**config.mk**
```make
export PLATFORM = sky130hd
export DESIGN_NAME = ebss_ram
export DESIGN_NICKNAME = d
export VERILOG_FILES = /design/src/rtl/ebss_ram.sv
export SDC_FILE = /design/constraint.sdc
export NUM_CORES = 1
export LEC_CHECK = 0
export BUFFER_PORTS_ARGS = -buffer_cell sky130_fd_sc_hd__clkbuf_2
export CAP_MARGIN = 10
export CORE_ASPECT_RATIO = 1.5
export CORE_MARGIN = 8
export CORE_UTILIZATION = 44
export CTS_BUF_LIST = sky130_fd_sc_hd__clkbuf_8
export CTS_CLUSTER_DIAMETER = 80
export DETAILED_ROUTE_END_ITERATION = 12
export PLACE_DENSITY_LB_ADDON = 0.08
export SLEW_MARGIN = 30
export SYNTH_ARGS = -nofsm -noshare
export SYNTH_HDL_FRONTEND = slang
export SYNTH_SLANG_ARGS = --single-unit
export TNS_END_PERCENT = 20
```
**constraint.sdc**
```tcl
create_clock -name i_clk -period 2.3 [get_ports i_clk]
set_input_delay 0.23 -clock i_clk [delete_from_list [all_inputs] [get_ports i_clk]]
set_output_delay 0.23 -clock i_clk [all_outputs]
set_load 0.1 [all_outputs]
```
**src/rtl/ebss_ram.sv**
```systemverilog
`timescale 1ns / 1ps
// ----------------------------------------------------------------------------
// ebss_ram
// Generic single-write, single-read RAM with registered read data
// ----------------------------------------------------------------------------
module ebss_ram #(
    parameter int unsigned WIDTH = 8,
    parameter int unsigned DEPTH = 16
) (
    input  logic                     i_clk,
    input  logic                     i_we,
    input  logic [$clog2(DEPTH)-1:0] i_waddr,
    input  logic [WIDTH-1:0]         i_wdata,
    input  logic [$clog2(DEPTH)-1:0] i_raddr,
    output logic [WIDTH-1:0]         o_rdata
);
    logic [WIDTH-1:0] r_mem [DEPTH];
    logic [WIDTH-1:0] r_rdata;

    always_ff @(posedge i_clk) begin
        if (i_we) begin
            r_mem[i_waddr] <= i_wdata;
        end
        r_rdata <= r_mem[i_raddr];
    end

    assign o_rdata = r_rdata;
endmodule

```
# Word level (Yosys, flattened, before mapping)
# Memories as Yosys holds them, arrays and structs flattened. A register that Yosys moved wholly into a read port is not among the register bits.
# Index checks and enable logic that the tools add are counted.
# W data, S select, Z words.
# totals
ff_bits,0
ramBits,128
inputBits,18
out_inout_bits,8
elab_cells,3
memories,1
# mem_list
memory,words,word_bits,rd,rd_ports_with_merged_regs,write_ports,line_no,rtl
r_mem,16,8,1,1,1,17,logic [WIDTH-1:0] r_mem [DEPTH];
# classes
mux,2
# ops
op,n
$mux W1,2

# Depth between registers and ports, before layout
# depth
word_depth,2
depth_mapped,5
mapped_depth_nobuf,3

# Least setup slack after synthesis
# No wires, ideal clock.
# synth_timing
path_type,in2reg
startpoint,in i_waddr[2]
endpoint,"mem r_mem[0][0], enable pin"
setup_time_ns,0.383
arrival_ns,1.340
required_ns,1.917
slack_ns,0.577
path_stages,2
path_buffers,0
cell_sequence,or3b_2 nor3_1
# synth_rtl
item,line_no,rtl
"start, declared",12,"input logic [$clog2(DEPTH)-1:0] i_waddr,"
"end, declared",17,
# No word-level cell before the write port.

# Worst setup path in the final report
# layout_timing
startpoint,"reg r_rdata[7], in the netlist o_rdata[7] (read register of r_mem)"
endpoint,out o_rdata[7]
# layout_rtl
item,line_no,rtl
"start, declared",18,logic [WIDTH-1:0] r_rdata;
"end, declared",15,output logic [WIDTH-1:0] o_rdata
# No word-level cell between the ends.

==> results by stage <==
Run status:
- The run finished with clean final reports.

Finish:
- The number of antenna diodes in the final layout is 0.
- Relative to the synthesized area, the layout overhead comes to 15.44%.
- The number of nets in the layout is 302.
- The filler cell count is 931.
- The post-route core utilization is 0.5180.
- After routing the design area is 5942 sq um.
- In the final layout, the share of cells above drive strength 1 is 0.3098.
- The filler-free cell count of the finished design is 447.

CTS:
- In this run, post-CTS repair resized a total of 0 instances.
- The clock tree synthesis step divided the H-tree into 4 levels.
- The number of setup buffers added after CTS is 0.
- The number of sinks driven by the clock tree is 136.
- The number of buffers created by CTS is 17.
- The hold buffer count at CTS is 0.
- The clock input transition at the sequential cells of the worst setup and hold paths is 0.07 ns.
- The CTS tree is built.
- In this run the clock root is driven by a clkbuf_8.
- Counting along the longest clock path gives a buffer depth of 2.
- The clock insertion delay at the later pin of the skew report is 0.43 ns.

Global route:
- The via count of the first global-routing pass is 2592.
- Across every metal layer, demand over resource in global routing totals 0.1419.
- The first-pass GRT wire length is 15730 um.
- In the global route stage, met1 resource usage came out at 0.1629.
- The global routing usage on met2 is 0.2367.
- Entering global routing, the biggest net connects 19 pins.
- The initial antenna violation count is 0.
- The total global routing overflow is 0.
- The global routing stage identified its most utilized layer as met2.
- The global routing met3 resource utilization is 0.04591.

Floorplan:
- The initial standard-cell utilization of the core is 0.4487.
- For this design the top-level I/O count stands at 26.
- The die area is 15490 sq um.
- Row generation in the floorplan step produced 48 rows.
- The vertical die dimension is 148.5 um.
- The placeable core area is 11470 sq um.
- Measured along the x axis, the die boundary spans 104.3 um.

Routing:
- The first routing iteration left 183 violations.
- For this run, design rule violations remaining after detail routing come to 0.
- Dividing the detail-routed via count by the number of cells gives 5.403.
- Dividing the detail-routed wire length by the instance count gives 22.81 um.
- The routed layout has 2415 vias.
- The detailed-router iteration count before antenna repair is 4.
- After detailed routing, the total wire length is 10200 um.
- The final antenna-violating net count is 0.

Power:
- The power per cell area is 833.5 nW/um^2.
- In this run the static leakage power is 2.015 nW.
- The maximum ir drop on the vdd rail is 439.8 uV.

Worst setup path:
- The critical path start-end classification is reg -> out.
- The cell class contributing the biggest share of worst-path delay is buffers and inverters.
- The maximum fanout encountered on the critical timing path is 1.
- The endpoint type of the worst setup path is an output port.
- The required time at the worst-slack endpoint is 2.07 ns.
- The delay of the slowest cell on the worst path is 0.48 ns.
- Counting both buffers and inverters, the worst setup path holds a total of 1.
- The critical path goes through clkbuf_2.
- STA classifies the critical path startpoint as a register.
- The arrival time of the worst setup path is 1.29 ns.
- The cell type of the slowest stage on the worst timing path is clkbuf_2.

STA:
- Across all hold checks on the routed design, the worst slack comes to 0.2298 ns.
- Static timing analysis puts the maximum clock frequency at 659.4 MHz.
- The hold violation count in the final report is 0.
- The normalized max-slew margin is 0.4737.
- Setup repair after global routing left no endpoint under its margin.
- The total negative slack for setup checks is 0 ns.
- Setup violations remaining at the end of the flow were counted as 0.
- For the pin with the worst max-slew slack, the measured transition is 0.7879 ns.
- The share of the clock period used by the worst path after layout is 0.6594.
- The final critical-path required period is 1.517 ns.
- Clock skew on the completed layout was measured at 0.006377 ns.
- The count of pins over their slew limit was 0.

Logic synthesis:
- The mapped netlist covers 5147 sq um.
- Of all flip-flops after synthesis, the portion carrying an async set or reset was 0.
- Of the synthesized area, sequential elements account for 0.7778.
- The post-synthesis net count is 247.
- The synthesized netlist cell count is 229.
- The number of enable-type register cells in the synthesized netlist is 128.
- A synthesized cell averages 22.48 sq um.
- The Yosys warning count is 0.
- In the synthesized netlist the dominant register cell turns out to be edfxtp_1.
- In this run, distinct cell masters in the synthesized netlist total 19.
- The number of synthesized register bits is 136.

Hold path:
- The min-delay analysis places its worst path in the category in -> reg.

Placed design:
- The HPWL after detailed placement is 6761 um.
- The count of buffers added on input and output ports is 25.
- The placed standard-cell area is 5569 sq um.
- Routability-driven placement finished with a final weighted congestion of 0.7207.
- Including well taps, the total number of placed cells is 415.

Run:
- Max-cap violations in this run came to 0.
-- report_power, final --
| group | internal (W) | leakage (nW) | switching [W] |
|---|---|---|---|
| registers | 0.00277 | 1.22 | 0.0000159 |
| clock network | 0.000947 | 0.192 | 0.000844 |
| logic | 0.000114 | 0.599 | 0.000262 |
-- logic make-up (layout without fill, tap and decap cells) --
family,Yosys count,after routing,share of synthesized area
AOI/OAI and AO/OA,16,16,0.02334
buffers and inverters,10,78,0.01677
DFF,136,136,0.7778
muxes,32,32,0.1502
and+or+nand+nor,35,35,0.03184
-- metal layers --
| layer | vias up | part of all wire |
|---|---|---|
| li1 | 1077 | - |
| met4 | 0 | 0.016 |
| met1 | 1243 | 0.40 |
| met2 | 81 | 0.53 |
| met5 | - | 0 |
| met3 | 14 | 0.058 |
-- worst paths after layout --
| kind | start | to | slack, ns | depth (start not counted) |
|---|---|---|---|---|
| worst max-delay path | o_rdata[7]$_DFF_P_ | o_rdata[7] | 0.78 | 1 |
| worst min-delay path | i_wdata[7] | r_mem[12][7]$_DFFE_PP_ | 0.23 | 1 |
| worst max register to register | r_mem[1][3]$_DFFE_PP_ | o_rdata[3]$_DFF_P_ | 0.96 | 3 |
| worst min register to register | r_mem[15][2]$_DFFE_PP_ | o_rdata[2]$_DFF_P_ | 0.68 | 3 |
-- cells in the final DEF (no fill, tap or decap), types with 2 or more instances in the layout --
| cell type | n |
|---|---|
| edfxtp_1 | 128 |
| clkbuf_2 | 25 |
| clkbuf_8 | 21 |
| mux4_2 | 18 |
| buf_4 | 18 |
| a22oi_1 | 16 |
| mux4_1 | 14 |
| nor2_1 | 13 |
| nand2_1 | 9 |
| dfxtp_1 | 8 |
| nor3_1 | 4 |
| inv_1 | 4 |
| clkinvlp_4 | 4 |
| buf_12 | 3 |
| nand3b_1 | 2 |
| nand2b_1 | 2 |
-- state kept, by name, summed over array words and instances, names as in the netlist --
| name | flops |
|---|---|
| o_rdata | 8 |
| r_mem | 128 |
-- worst reg2reg max path, cell delays in order, from the launching register on --
cell and delay [ns]:
edfxtp_1 0.36, mux4_1 0.51, a22oi_1 0.27, nand2_1 0.08
-- per-stage QoR --
stage                     setup slack [ns]  total power, W
after CTS                           0.7475        0.005016
after floorplan                     0.5771        0.003096
final                               0.7835        0.004953
after global placement              0.5859        0.003222
after global routing                0.7226        0.005132
after detailed placement            0.5893        0.003224
-- synthesized netlist by cell type, types with 2 or more instances --
| cell type | count | share of area |
|---|---|---|
| a22oi_1 | 16 | 0.023 |
| buf_2 | 3 | 0.0029 |
| buf_6 | 3 | 0.0066 |
| clkdlybuf4s25_2 | 3 | 0.0058 |
| dfxtp_1 | 8 | 0.031 |
| edfxtp_1 | 128 | 0.75 |
| mux4_1 | 14 | 0.071 |
| mux4_2 | 18 | 0.079 |
| nand2_1 | 9 | 0.0066 |
| nand2b_1 | 2 | 0.0024 |
| nand3b_1 | 2 | 0.0029 |
| nor2_1 | 13 | 0.0095 |
| nor3_1 | 4 | 0.0039 |
-- area by class of cell --
cell class                      count  area (sq um)  share of cell area
Clock inverter                     11         83.83             0.01411
Tap cell                          150         187.7             0.03159
Multi-Input combinational cell     83          1057              0.1779
Timing Repair Buffer               46         320.3             0.05391
Clock buffer                       21         289.0             0.04864
Sequential cell                   136          4004              0.6738
Power figures use the tool's default switching activity.
