### src/rtl/ebss_pkg.sv
`timescale 1ns / 1ps
// ----------------------------------------------------------------------------
// ebss_pkg
// Shared types, constants and the log-factorial table for the split search
// ----------------------------------------------------------------------------
package ebss_pkg;

    localparam int unsigned CLASS_W = 4;
    localparam int unsigned FEAT_W  = 64;
    localparam int unsigned CNT_W   = 11;
    localparam int unsigned Q_W     = 32;
    localparam int unsigned NCLS    = 16;

    typedef struct packed {
        logic [CLASS_W-1:0] point_class;
        logic [FEAT_W-1:0]  feature_bits;
        logic               last_point;
    } t_in_item;

    typedef struct packed {
        logic [CNT_W-1:0]     left_count;
        logic [CNT_W-1:0]     right_count;
        logic signed [Q_W-1:0] total_entropy;
        logic signed [Q_W-1:0] left_entropy;
        logic signed [Q_W-1:0] right_entropy;
        logic                 label_error;
    } t_out_item;

    // front to back set descriptor: a finished set
    typedef struct packed {
        logic [16:0] count;
        logic        err;
    } t_set_desc;

    typedef enum logic [2:0] {
        S_IDLE,
        S_HIST,
        S_BASE,
        S_CUT,
        S_EVAL,
        S_DONE
    } t_back_state;

    localparam logic [63:0] LN2_Q32         = 64'd2977044472;
    localparam logic [63:0] HALF_LN_2PI_Q32 = 64'd3946810947;

    typedef enum logic [2:0] {
        L_IDLE,
        L_NORM,
        L_SQR,
        L_MUL0,
        L_MUL1,
        L_FIN,
        L_OUT
    } t_lf_state;

    function automatic logic [31:0] small_lf(input logic [3:0] n);
        logic [31:0] v;
        unique case (n)
            4'd2:    v = 32'd45426;
            4'd3:    v = 32'd117425;
            4'd4:    v = 32'd208277;
            4'd5:    v = 32'd313753;
            4'd6:    v = 32'd431178;
            4'd7:    v = 32'd558705;
            4'd8:    v = 32'd694983;
            default: v = 32'd0;
        endcase
        return v;
    endfunction

endpackage

### src/rtl/ebss_front.sv
`timescale 1ns / 1ps
// ----------------------------------------------------------------------------
// ebss_front
// Loads points into the stores and closes each set into a descriptor
// ----------------------------------------------------------------------------
module ebss_front #(
    parameter int unsigned MAX_POINTS = 1024
) (
    input  logic                          i_clk,
    input  logic                          i_rst_n,
    input  logic                          i_push,
    input  ebss_pkg::t_in_item            i_item,
    input  logic [3:0]                    i_top_label,
    input  logic                          i_back_busy,
    output logic                          o_full,
    output logic                          o_we,
    output logic [$clog2(MAX_POINTS)-1:0] o_waddr,
    output logic                          o_set_valid,
    output ebss_pkg::t_set_desc           o_set
);
    import ebss_pkg::*;

    localparam int unsigned AW = $clog2(MAX_POINTS);

    logic [16:0] r_count;
    logic        r_err;
    logic        r_hold;
    logic        acc;
    logic        room;

    // stores are shared with the back end, so one set at a time
    assign o_full      = r_hold || i_back_busy;
    assign acc         = i_push && !o_full;
    assign room        = r_count < 17'(MAX_POINTS);
    assign o_we        = acc && room;
    assign o_waddr     = r_count[AW-1:0];
    assign o_set_valid = r_hold;

    always_ff @(posedge i_clk) begin
        if (!i_rst_n) begin
            r_count <= '0;
            r_err   <= 1'b0;
            r_hold  <= 1'b0;
        end else if (r_hold) begin
            r_hold  <= 1'b0;
            r_count <= '0;
            r_err   <= 1'b0;
        end else if (acc) begin
            if (room) r_count <= r_count + 17'd1;
            if (!room || i_item.point_class > i_top_label) r_err <= 1'b1;
            if (i_item.last_point) r_hold <= 1'b1;
        end
    end

    always_ff @(posedge i_clk) begin
        if (!r_hold) begin
            o_set.count <= r_count + ((acc && room) ? 17'd1 : 17'd0);
            o_set.err   <= r_err || (acc && (!room || i_item.point_class > i_top_label));
        end
    end
endmodule

### config.mk
export PLATFORM = sky130hd
export DESIGN_NAME = ebss_front
export DESIGN_NICKNAME = d
export VERILOG_FILES = /design/src/rtl/ebss_pkg.sv /design/src/rtl/ebss_front.sv
export SDC_FILE = /design/constraint.sdc
export NUM_CORES = 1
export LEC_CHECK = 0
export BUFFER_PORTS_ARGS = -buffer_cell sky130_fd_sc_hd__buf_2
export CORE_ASPECT_RATIO = 1.75
export CORE_MARGIN = 4
export CORE_UTILIZATION = 25
export CTS_CLUSTER_SIZE = 30
export DETAILED_ROUTE_END_ITERATION = 16
export MAX_ROUTING_LAYER = met4
export PLACE_DENSITY = 0.49
export SETUP_SLACK_MARGIN = 0.02
export SLEW_MARGIN = 20
export SYNTH_ARGS = -nofsm -noshare
export SYNTH_HDL_FRONTEND = slang
export SYNTH_SLANG_ARGS = --single-unit
### constraint.sdc
create_clock -name i_clk -period 2.5 [get_ports i_clk]
set_clock_uncertainty 0.05 [all_clocks]
set_input_delay 0.125 -clock i_clk [delete_from_list [all_inputs] [get_ports i_clk]]
set_output_delay 0.125 -clock i_clk [all_outputs]
set_load 0.02 [all_outputs]
== Yosys cells after proc, flatten, opt, wreduce, memory -nomap -nowiden ==
Cells that the tools add are included.

* Bitwise operators: 2
* Order comparisons: 2
* Add/subtract/negate cells: 2
* Shift operators: 0
* $mul: 0
* Reductions and logical operators: 12
* Muxes and demuxes: 2
* Equal/unequal tests: 0
* Divide/modulo/power cells: 0

{| class="wikitable"
|+ Operators by type and width
! cell !! number
|-
| 17-bit by 1-bit adder with 17-bit output || 1
|-
| 17-bit by 1-bit adder with 17-bit output, second input constant || 1
|-
| 17-bit by 11-bit less-than comparator with 1-bit output, second input constant || 1
|-
| 4-bit > comparator || 1
|-
| 2-bit AND reduction || 2
|-
| 1-bit logical AND || 3
|-
| 1-bit logical OR || 3
|-
| 3-bit OR reduction || 1
|-
| 1-bit logical NOT || 2
|-
| 1-bit 2-to-1 mux || 2
|-
| 1-bit NOT || 2
|-
| 2-bit OR reduction || 1
|}

* Output and inout port bits: 31
* Word-level logic and storage cells: 25
* Memory bits (read-only): 0
* Register bits after elaboration: 37
* RAM bits: 0
* Bits in latches: 0
* Memories: 0

== Longest topological paths before layout ==
Gate-level depths: netlist (run 1).

* Word-level depth: 6
* Depth in mapped cells: 8
* Mapped depth without buffers: 8

== Worst setup path before layout (run 1) ==
No wires, ideal clock.

* Kind: reg2reg
* From: reg r_count[12]
* To: reg o_set[11] (netlist bit), data pin
* Data arrival time: 1,971 ps
* Path slack: 219 ps
* Path buffers: 1
* Period minus slack after synthesis: 2,281 ps
* Stages on the path, launching flop included: 9
* Cell sequence: dfxtp_1 nor4_4 nand3_1 inv_1 ha_1 ha_1 clkbuf_1 nand4_1 xnor2_1

* Longest elaborated chain between the ends: 4

{| class="wikitable"
|+ Ends and longest elaborated chain
! item !! RTL line !! RTL
|-
| start, declared || ebss_front.sv:25 || <nowiki>logic [16:0] r_count;</nowiki>
|-
| start signal, assigned || ebss_front.sv:49 || <nowiki>if (room) r_count <= r_count + 17'd1;</nowiki>
|-
| 17-bit by 11-bit less-than comparator with 1-bit output || ebss_front.sv:34 || <nowiki>assign room = r_count < 17'(MAX_POINTS);</nowiki>
|-
| 1-bit logical AND || - ||
|-
| net o_we || ebss_front.sv:16 || <nowiki>output logic o_we,</nowiki>
|-
| 1-bit 2-to-1 mux || ebss_front.sv:57 || <nowiki>o_set.count <= r_count + ((acc && room) ? 17'd1 : 17'd0);</nowiki>
|-
| 17-bit by 1-bit adder with 17-bit output || ebss_front.sv:57 ||
|-
| end, declared || ebss_front.sv:19 || <nowiki>output ebss_pkg::t_set_desc o_set</nowiki>
|}

The timed path passes the listed nets, and every way through them passes these cells.
A chain may end at the register's enable or synchronous reset.

== Worst setup path in the final report (run 1) ==
* From: reg r_count[12]
* To: reg o_set[17] (netlist bit), data pin

* Longest elaborated chain between the ends: 4

{| class="wikitable"
|+ Ends and longest elaborated chain
! item !! RTL line
|-
| 17-bit by 11-bit less-than comparator with 1-bit output || ebss_front.sv:34
|-
| 1-bit logical AND || ebss_front.sv:57
|-
| 1-bit 2-to-1 mux || ebss_front.sv:57
|-
| 17-bit by 1-bit adder with 17-bit output (*) || ebss_front.sv:57
|}

Every way passes the cells marked *; elsewhere a longest branch is shown, timed or not.

==> impl_metrics.ini, run 1 <==
[outcome]
outcome = completed

[logic_synthesis]
syn-cell-area_um2 = 1790
synth_top_family_by_area = simple AND/OR/NAND/NOR gates
synth_common_cells = 19 x dfxtp_1, 18 x edfxtp_1, 13 x nand2_1, 13 x xnor2_1, 10 x buf_4
synth_adder_area_share_pct = 4.89
synth_area_per_cell_um2 = 10.7
synth.area.top_cells = edfxtp_1 30%, dfxtp_1 21%, xnor2_1 6.4%
synth-simple-area-share_pct = 21.7
yosys.area.top_type = edfxtp_1
postSynthCellCount = 167
yosysMostFrequentCell = dfxtp_1
netlist-cell-type-count = 37
synth_compound_area_share_pct = 5.59
async_flop_share_pct = 0
synth_xor_area_share_pct = 8.81
synth_nets = 251
synth.yosys.warnings = 0
yosysSeqAreaShare_pct = 51.4
synth-edff-count = 18
synthMuxAreaShare_pct = 0.559
synth_top_area_share_pct = 30.2
synth_seq_cells = 37
synth-main-ff-cell = dfxtp_1

[global_routing]
grt_pass1_wl_um = 6320
overflow = 0
grtUsageMet2_pct = 16.8
gr-usage-met3_pct = 2.60
grt_max_degree = 18
gr-usage-met1_pct = 9.80
grtUsageTotal_pct = 9.69
busiest_layer = met2
first_global_vias = 1316
antenna_found_initial = 0

[clocking]
cts_sinks = 37
tritoncts = yes
numCtsBuffers = 5
clkLatencyLatePin_ns = 0.28
htreeDepth = 2
clock_path_buffers = 2
cts_hold_buf = 0
root_buffer = clkbuf_16
cts.repair.resized = 0
postCtsSetupRepairBufs = 0
clk_pin_slew_ns = 0.05

[finish]
multi_input_area_um2 = 743
layout-drive-gt1-share_pct = 30.0
seqCellArea_um2 = 921
fillers = 746
nNetsFinal = 293
areaGrowthSynthToFinish_pct = 23.1
layout.cells.non_filler = 294
n_antenna_cell = 0

[hold_path]
worstHoldEndpoint = o_set_valid
holdPathStages = 2
worstHoldPathType = primary input to register
min-delay-start = i_item[0]

[die]
rows = 40
die_x_um = 72.0
die_h_um = 120
core_um2 = 6910
die_area_um2 = 8630
start_util_pct = 25.9
ios = 108

[critical_path]
crit_type = register to register
worst_path_max_delay_cell = ha_1
cp.arrival_ns = 2.20
endpoint_kind = register
reg2reg_slack_ns = 0.27
start_kind = register
slowest_delay_ns = 0.39
timing.rr.start = r_count[12]
reg2reg_to = o_set[17]
path_cells = nor4_4 > nand3_1 > inv_1 > ha_1 > ha_1 > nand4_1 > xnor2_1
path_common_cell = ha_1
worstPathMaxFanout = 8
crit_required_ns = 2.47
reg2reg_depth = 7

[sta]
fin_setup_tns_ns = 0
setup-violations-final = 0
hold_violations = 0
final_max_slew_viol_count = 0
tightest_slew_ns = 0.505
rsz0062_at_grt = false
max-slew-margin-rel_pct = 66.3
max_freq_ghz = 0.449
period_needed_ns = 2.23
holdWs_ns = 0.0432
period_share_pct = 89.1

[place]
port_buffers = 43
routabilityCongestion = 0.720
dp_hpwl_um = 2830
dp_cells = 286

[job]
max_cap_violations = 0

[detailed_routing]
drt_iter0_drc = 61
route.detailed.drc = 0
vias = 1298
wirelength_um = 3760
firstDrtPassIters = 4
routedWlPerCell_um = 12.8
vias_per_cell = 4.41
ant_nets = 0

[power_and_ir_drop]
ir_drop_v = 0.000233
p_leak_nw = 0.981
cellPowerDensity_nw_per_um2 = 597
[sequential cells by signal (all words and copies together) (netlist names)]
signal,flops
o_set_valid,1
o_set,18
r_count,17
r_err,1
[report_power, final]
| group | switching (mW) | total, mW | internal, mW |
|---|---|---|---|
| Combinational | 0.0455 | 0.0770 | 0.0315 |
| Clock | 0.219 | 0.589 | 0.370 |
| Sequential | 0.00619 | 0.650 | 0.644 |
[worst max path at each step]
| stage | slack (ns) | startpoint | cells after the start | end |
|---|---|---|---|---|
| floorplan | 0.22 | r_count[12] | 8 | o_set[11] |
| global placement | 0.25 | r_count[12] | 7 | o_set[17] |
| detailed placement | 0.23 | r_count[12] | 7 | o_set[17] |
| CTS | 0.22 | r_count[12] | 7 | o_set[17] |
| global route | 0.11 | r_count[12] | 7 | o_set[17] |
| finish | 0.27 | r_count[12] | 7 | o_set[17] |
[critical path: cells and delay by family, from the launching register on]
family	cells	cell delay, ns
xor+xnor	1	0.17
fa+ha+maj	2	0.58
buf+inv	1	0.10
flops	1	0.37
simple gates	3	0.69
[cells in the final DEF (no fill, tap or decap), drive strengths merged, types with 3 or more instances in the layout]
| master | count |
|---|---|
| o21ai | 5 |
| nand3 | 8 |
| nor3 | 3 |
| xnor2 | 13 |
| xor2 | 5 |
| and4 | 3 |
| inv | 8 |
| nor2 | 7 |
| nand4 | 7 |
| ha | 7 |
| or3 | 5 |
| edfxtp | 18 |
| nand2 | 13 |
| dfxtp | 19 |
| clkbuf | 8 |
| a21oi | 9 |
| and2 | 7 |
| buf | 50 |
[kinds of logic (layout without fill, tap and decap cells)]
kind of cell    after synthesis  after routing
buf+inv                      23             66
fa+ha+maj                     7              7
mux                           1              1
compound gates               18             18
xor+xnor                     18             18
simple gates                 63             63
flops                        37             37
[metrics by stage]
stage	area [um^2]	worst slack [ns]	utilization (%)	total power [mW]
floorplan	1790	0.219	-	0.710
global placement	2070	0.253	29.9	0.740
detailed placement	2070	0.230	29.9	0.742
CTS	2200	0.225	31.9	1.34
global route	2200	0.114	31.9	1.38
finish	2200	0.272	31.9	1.32
[metal layers]
layer | vias up | wire length [um]
met5 | - | 0
met4 | 0 | 93
met3 | 6 | 209
met2 | 37 | 2000
met1 | 599 | 1460
li1 | 656 | -
[final cells by class]
cell class                 count  area share, %
timing repair buffer          50           12.2
tap                           84           4.77
multi-input combinational    107           33.7
sequential                    37           41.8
inverter                       8           1.36
clock buffer                   8           6.19
(Power assumes the default switching activity.)
==> run 2: changes to the inputs <==
==> constraint.sdc (replaced) <==
create_clock -name i_clk -period 2.5 [get_ports i_clk]
set_clock_uncertainty 0.05 [all_clocks]
set_input_delay 0 -clock i_clk [delete_from_list [all_inputs] [get_ports i_clk]]
set_output_delay 0 -clock i_clk [all_outputs]
set_load 0.02 [all_outputs]
==> run 2 against run 1 <==
Cell count is 0.34% higher. Non-clock buffer count is 1 higher. Power hardly changed. Register-to-register slack hardly changed. Design area is 0.45% higher. Wire length is 0.11% lower. Sequential power hardly changed. Global-route usage hardly changed. Combinational power is 2% higher. Worst hold slack better by 0.092 ns. Sequential cell count stayed put. Clock power hardly changed.
==> impl_metrics.ini, run 2 (synthesized netlist as in run 1, its figures left out) <==
[finish]
mostFrequentLayoutCell = buf_2
layout-drive-gt1-share_pct = 29.9
areaGrowthSynthToFinish_pct = 23.6
regMostFlops = o_set
n_antenna_cell = 0
nNetsFinal = 294
final_cell_mix = 43 x buf_2, 19 x dfxtp_1, 18 x edfxtp_1, 13 x nand2_1, 13 x xnor2_1
fillers = 747
largest_reg_flops = 18
reg_top3 = o_set x18, r_count x17

[clocking]
cts_hold_buf = 1
root_buffer = clkbuf_16
htreeDepth = 2
numCtsBuffers = 5
clock_path_buffers = 2
cts.repair.resized = 0
postCtsSetupRepairBufs = 0
clkLatencyLatePin_ns = 0.28
clk_pin_slew_ns = 0.05
cts_sinks = 37
tritoncts = yes

[place]
port_buffers = 43
dp_hpwl_um = 2830
routabilityCongestion = 0.720

[global_routing]
antenna_found_initial = 0
grt_max_degree = 18
grtUsageTotal_pct = 9.71
first_global_vias = 1329
grt_pass1_wl_um = 6330
overflow = 0

[sta]
hold_violations = 0
period_needed_ns = 2.22
tightest_slew_ns = 0.501
max_freq_ghz = 0.450
fin_setup_tns_ns = 0
max-slew-margin-rel_pct = 66.5
rsz0062_at_grt = false
holdWs_ns = 0.135
setup-violations-final = 0
period_share_pct = 88.8
final_max_slew_viol_count = 0

[detailed_routing]
wl_met2_um = 1990
top_layer = met4
vias_per_cell = 4.40
wirelength_um = 3750
ant_nets = 0
route.detailed.drc = 0
wl_met1_um = 1460
firstDrtPassIters = 4
routedWlPerCell_um = 12.7
vias = 1298
dr_wl_met3_um = 207
drt_iter0_drc = 70

[die]
rows = 40
die_h_um = 120
core_um2 = 6910
start_util_pct = 25.9
die_area_um2 = 8630
ios = 108
die_x_um = 72.0

[power_and_ir_drop]
p_leak_nw = 0.985
clkPwrFrac_pct = 44.7
ir_drop_v = 0.000233
p_int_mw = 1.05
cellPowerDensity_nw_per_um2 = 595
swShare_pct = 20.5
share_comb_of_total_power_pct = 5.9
power_frac_seq_pct = 49.4
p_sw_uw = 270

[hold_path]
worstHoldPathType = primary input to register
holdPathStages = 5

[critical_path]
crit_required_ns = 2.47
crit_type = register to register
worstPathMaxFanout = 8
start_kind = register
cp.arrival_ns = 2.19
reg2reg_depth = 7
endpoint_kind = register

[job]
max_cap_violations = 0

[outcome]
outcome = completed
[run 2: cell count changes in the layout (fill, tap and decap cells not counted)]
cell	before	now
dlygate4sd3_1	0	1
[run 2: critical path: stages (launching register included)]
cell	delay [ns]
dfxtp_1	0.37
nor4_4	0.33
nand3_1	0.18
inv_1	0.10
ha_1	0.19
ha_1	0.38
nand4_1	0.18
xnor2_1	0.17
[run 2: final timing paths]
kind         slack (ns)         from         end
max                0.28  r_count[12]   o_set[17]
min                0.13  i_back_busy  r_count[4]
max reg2reg        0.28  r_count[12]   o_set[17]
min reg2reg        0.45        r_err    o_set[0]
[run 2: routing by layer]
layer / vias up / track usage [%]
met2: 35 / 16.9
met4: 0 / 4.94
met3: 6 / 2.60
li1: 659 / -
met5: - / -
met1: 598 / 9.75
[run 2: cell type report]
class / instances / area, um^2 / area share [%]
inverters: 8 / 30.0 / 1.36
clock buffers: 8 / 136 / 6.16
flip-flops and latches: 37 / 921 / 41.6
multi-input cells: 107 / 743 / 33.6
well taps: 84 / 105 / 4.75
repair buffers: 51 / 278 / 12.5
[run 2: power groups by stage]
stage / Sequential, mW / Clock [mW] / Combinational [mW]
final: 0.650 / 0.588 / 0.0782
after global routing: 0.652 / 0.639 / 0.0891
after CTS: 0.650 / 0.608 / 0.0807
after detailed placement: 0.663 / 0 / 0.0792
after global placement: 0.662 / 0 / 0.0780
after floorplan: 0.672 / 0 / 0.0388
[run 2: per-stage QoR]
step	cell area (um^2)	instances	power [mW]	worst slack (ns)	util [%]
after CTS	2210	295	1.34	0.225	32.0
after detailed placement	2070	286	0.742	0.230	29.9
final	2210	295	1.32	0.280	32.0
after global placement	2070	286	0.740	0.253	29.9
after global routing	2210	295	1.38	0.114	32.0
after floorplan	1790	167	0.710	0.219	-
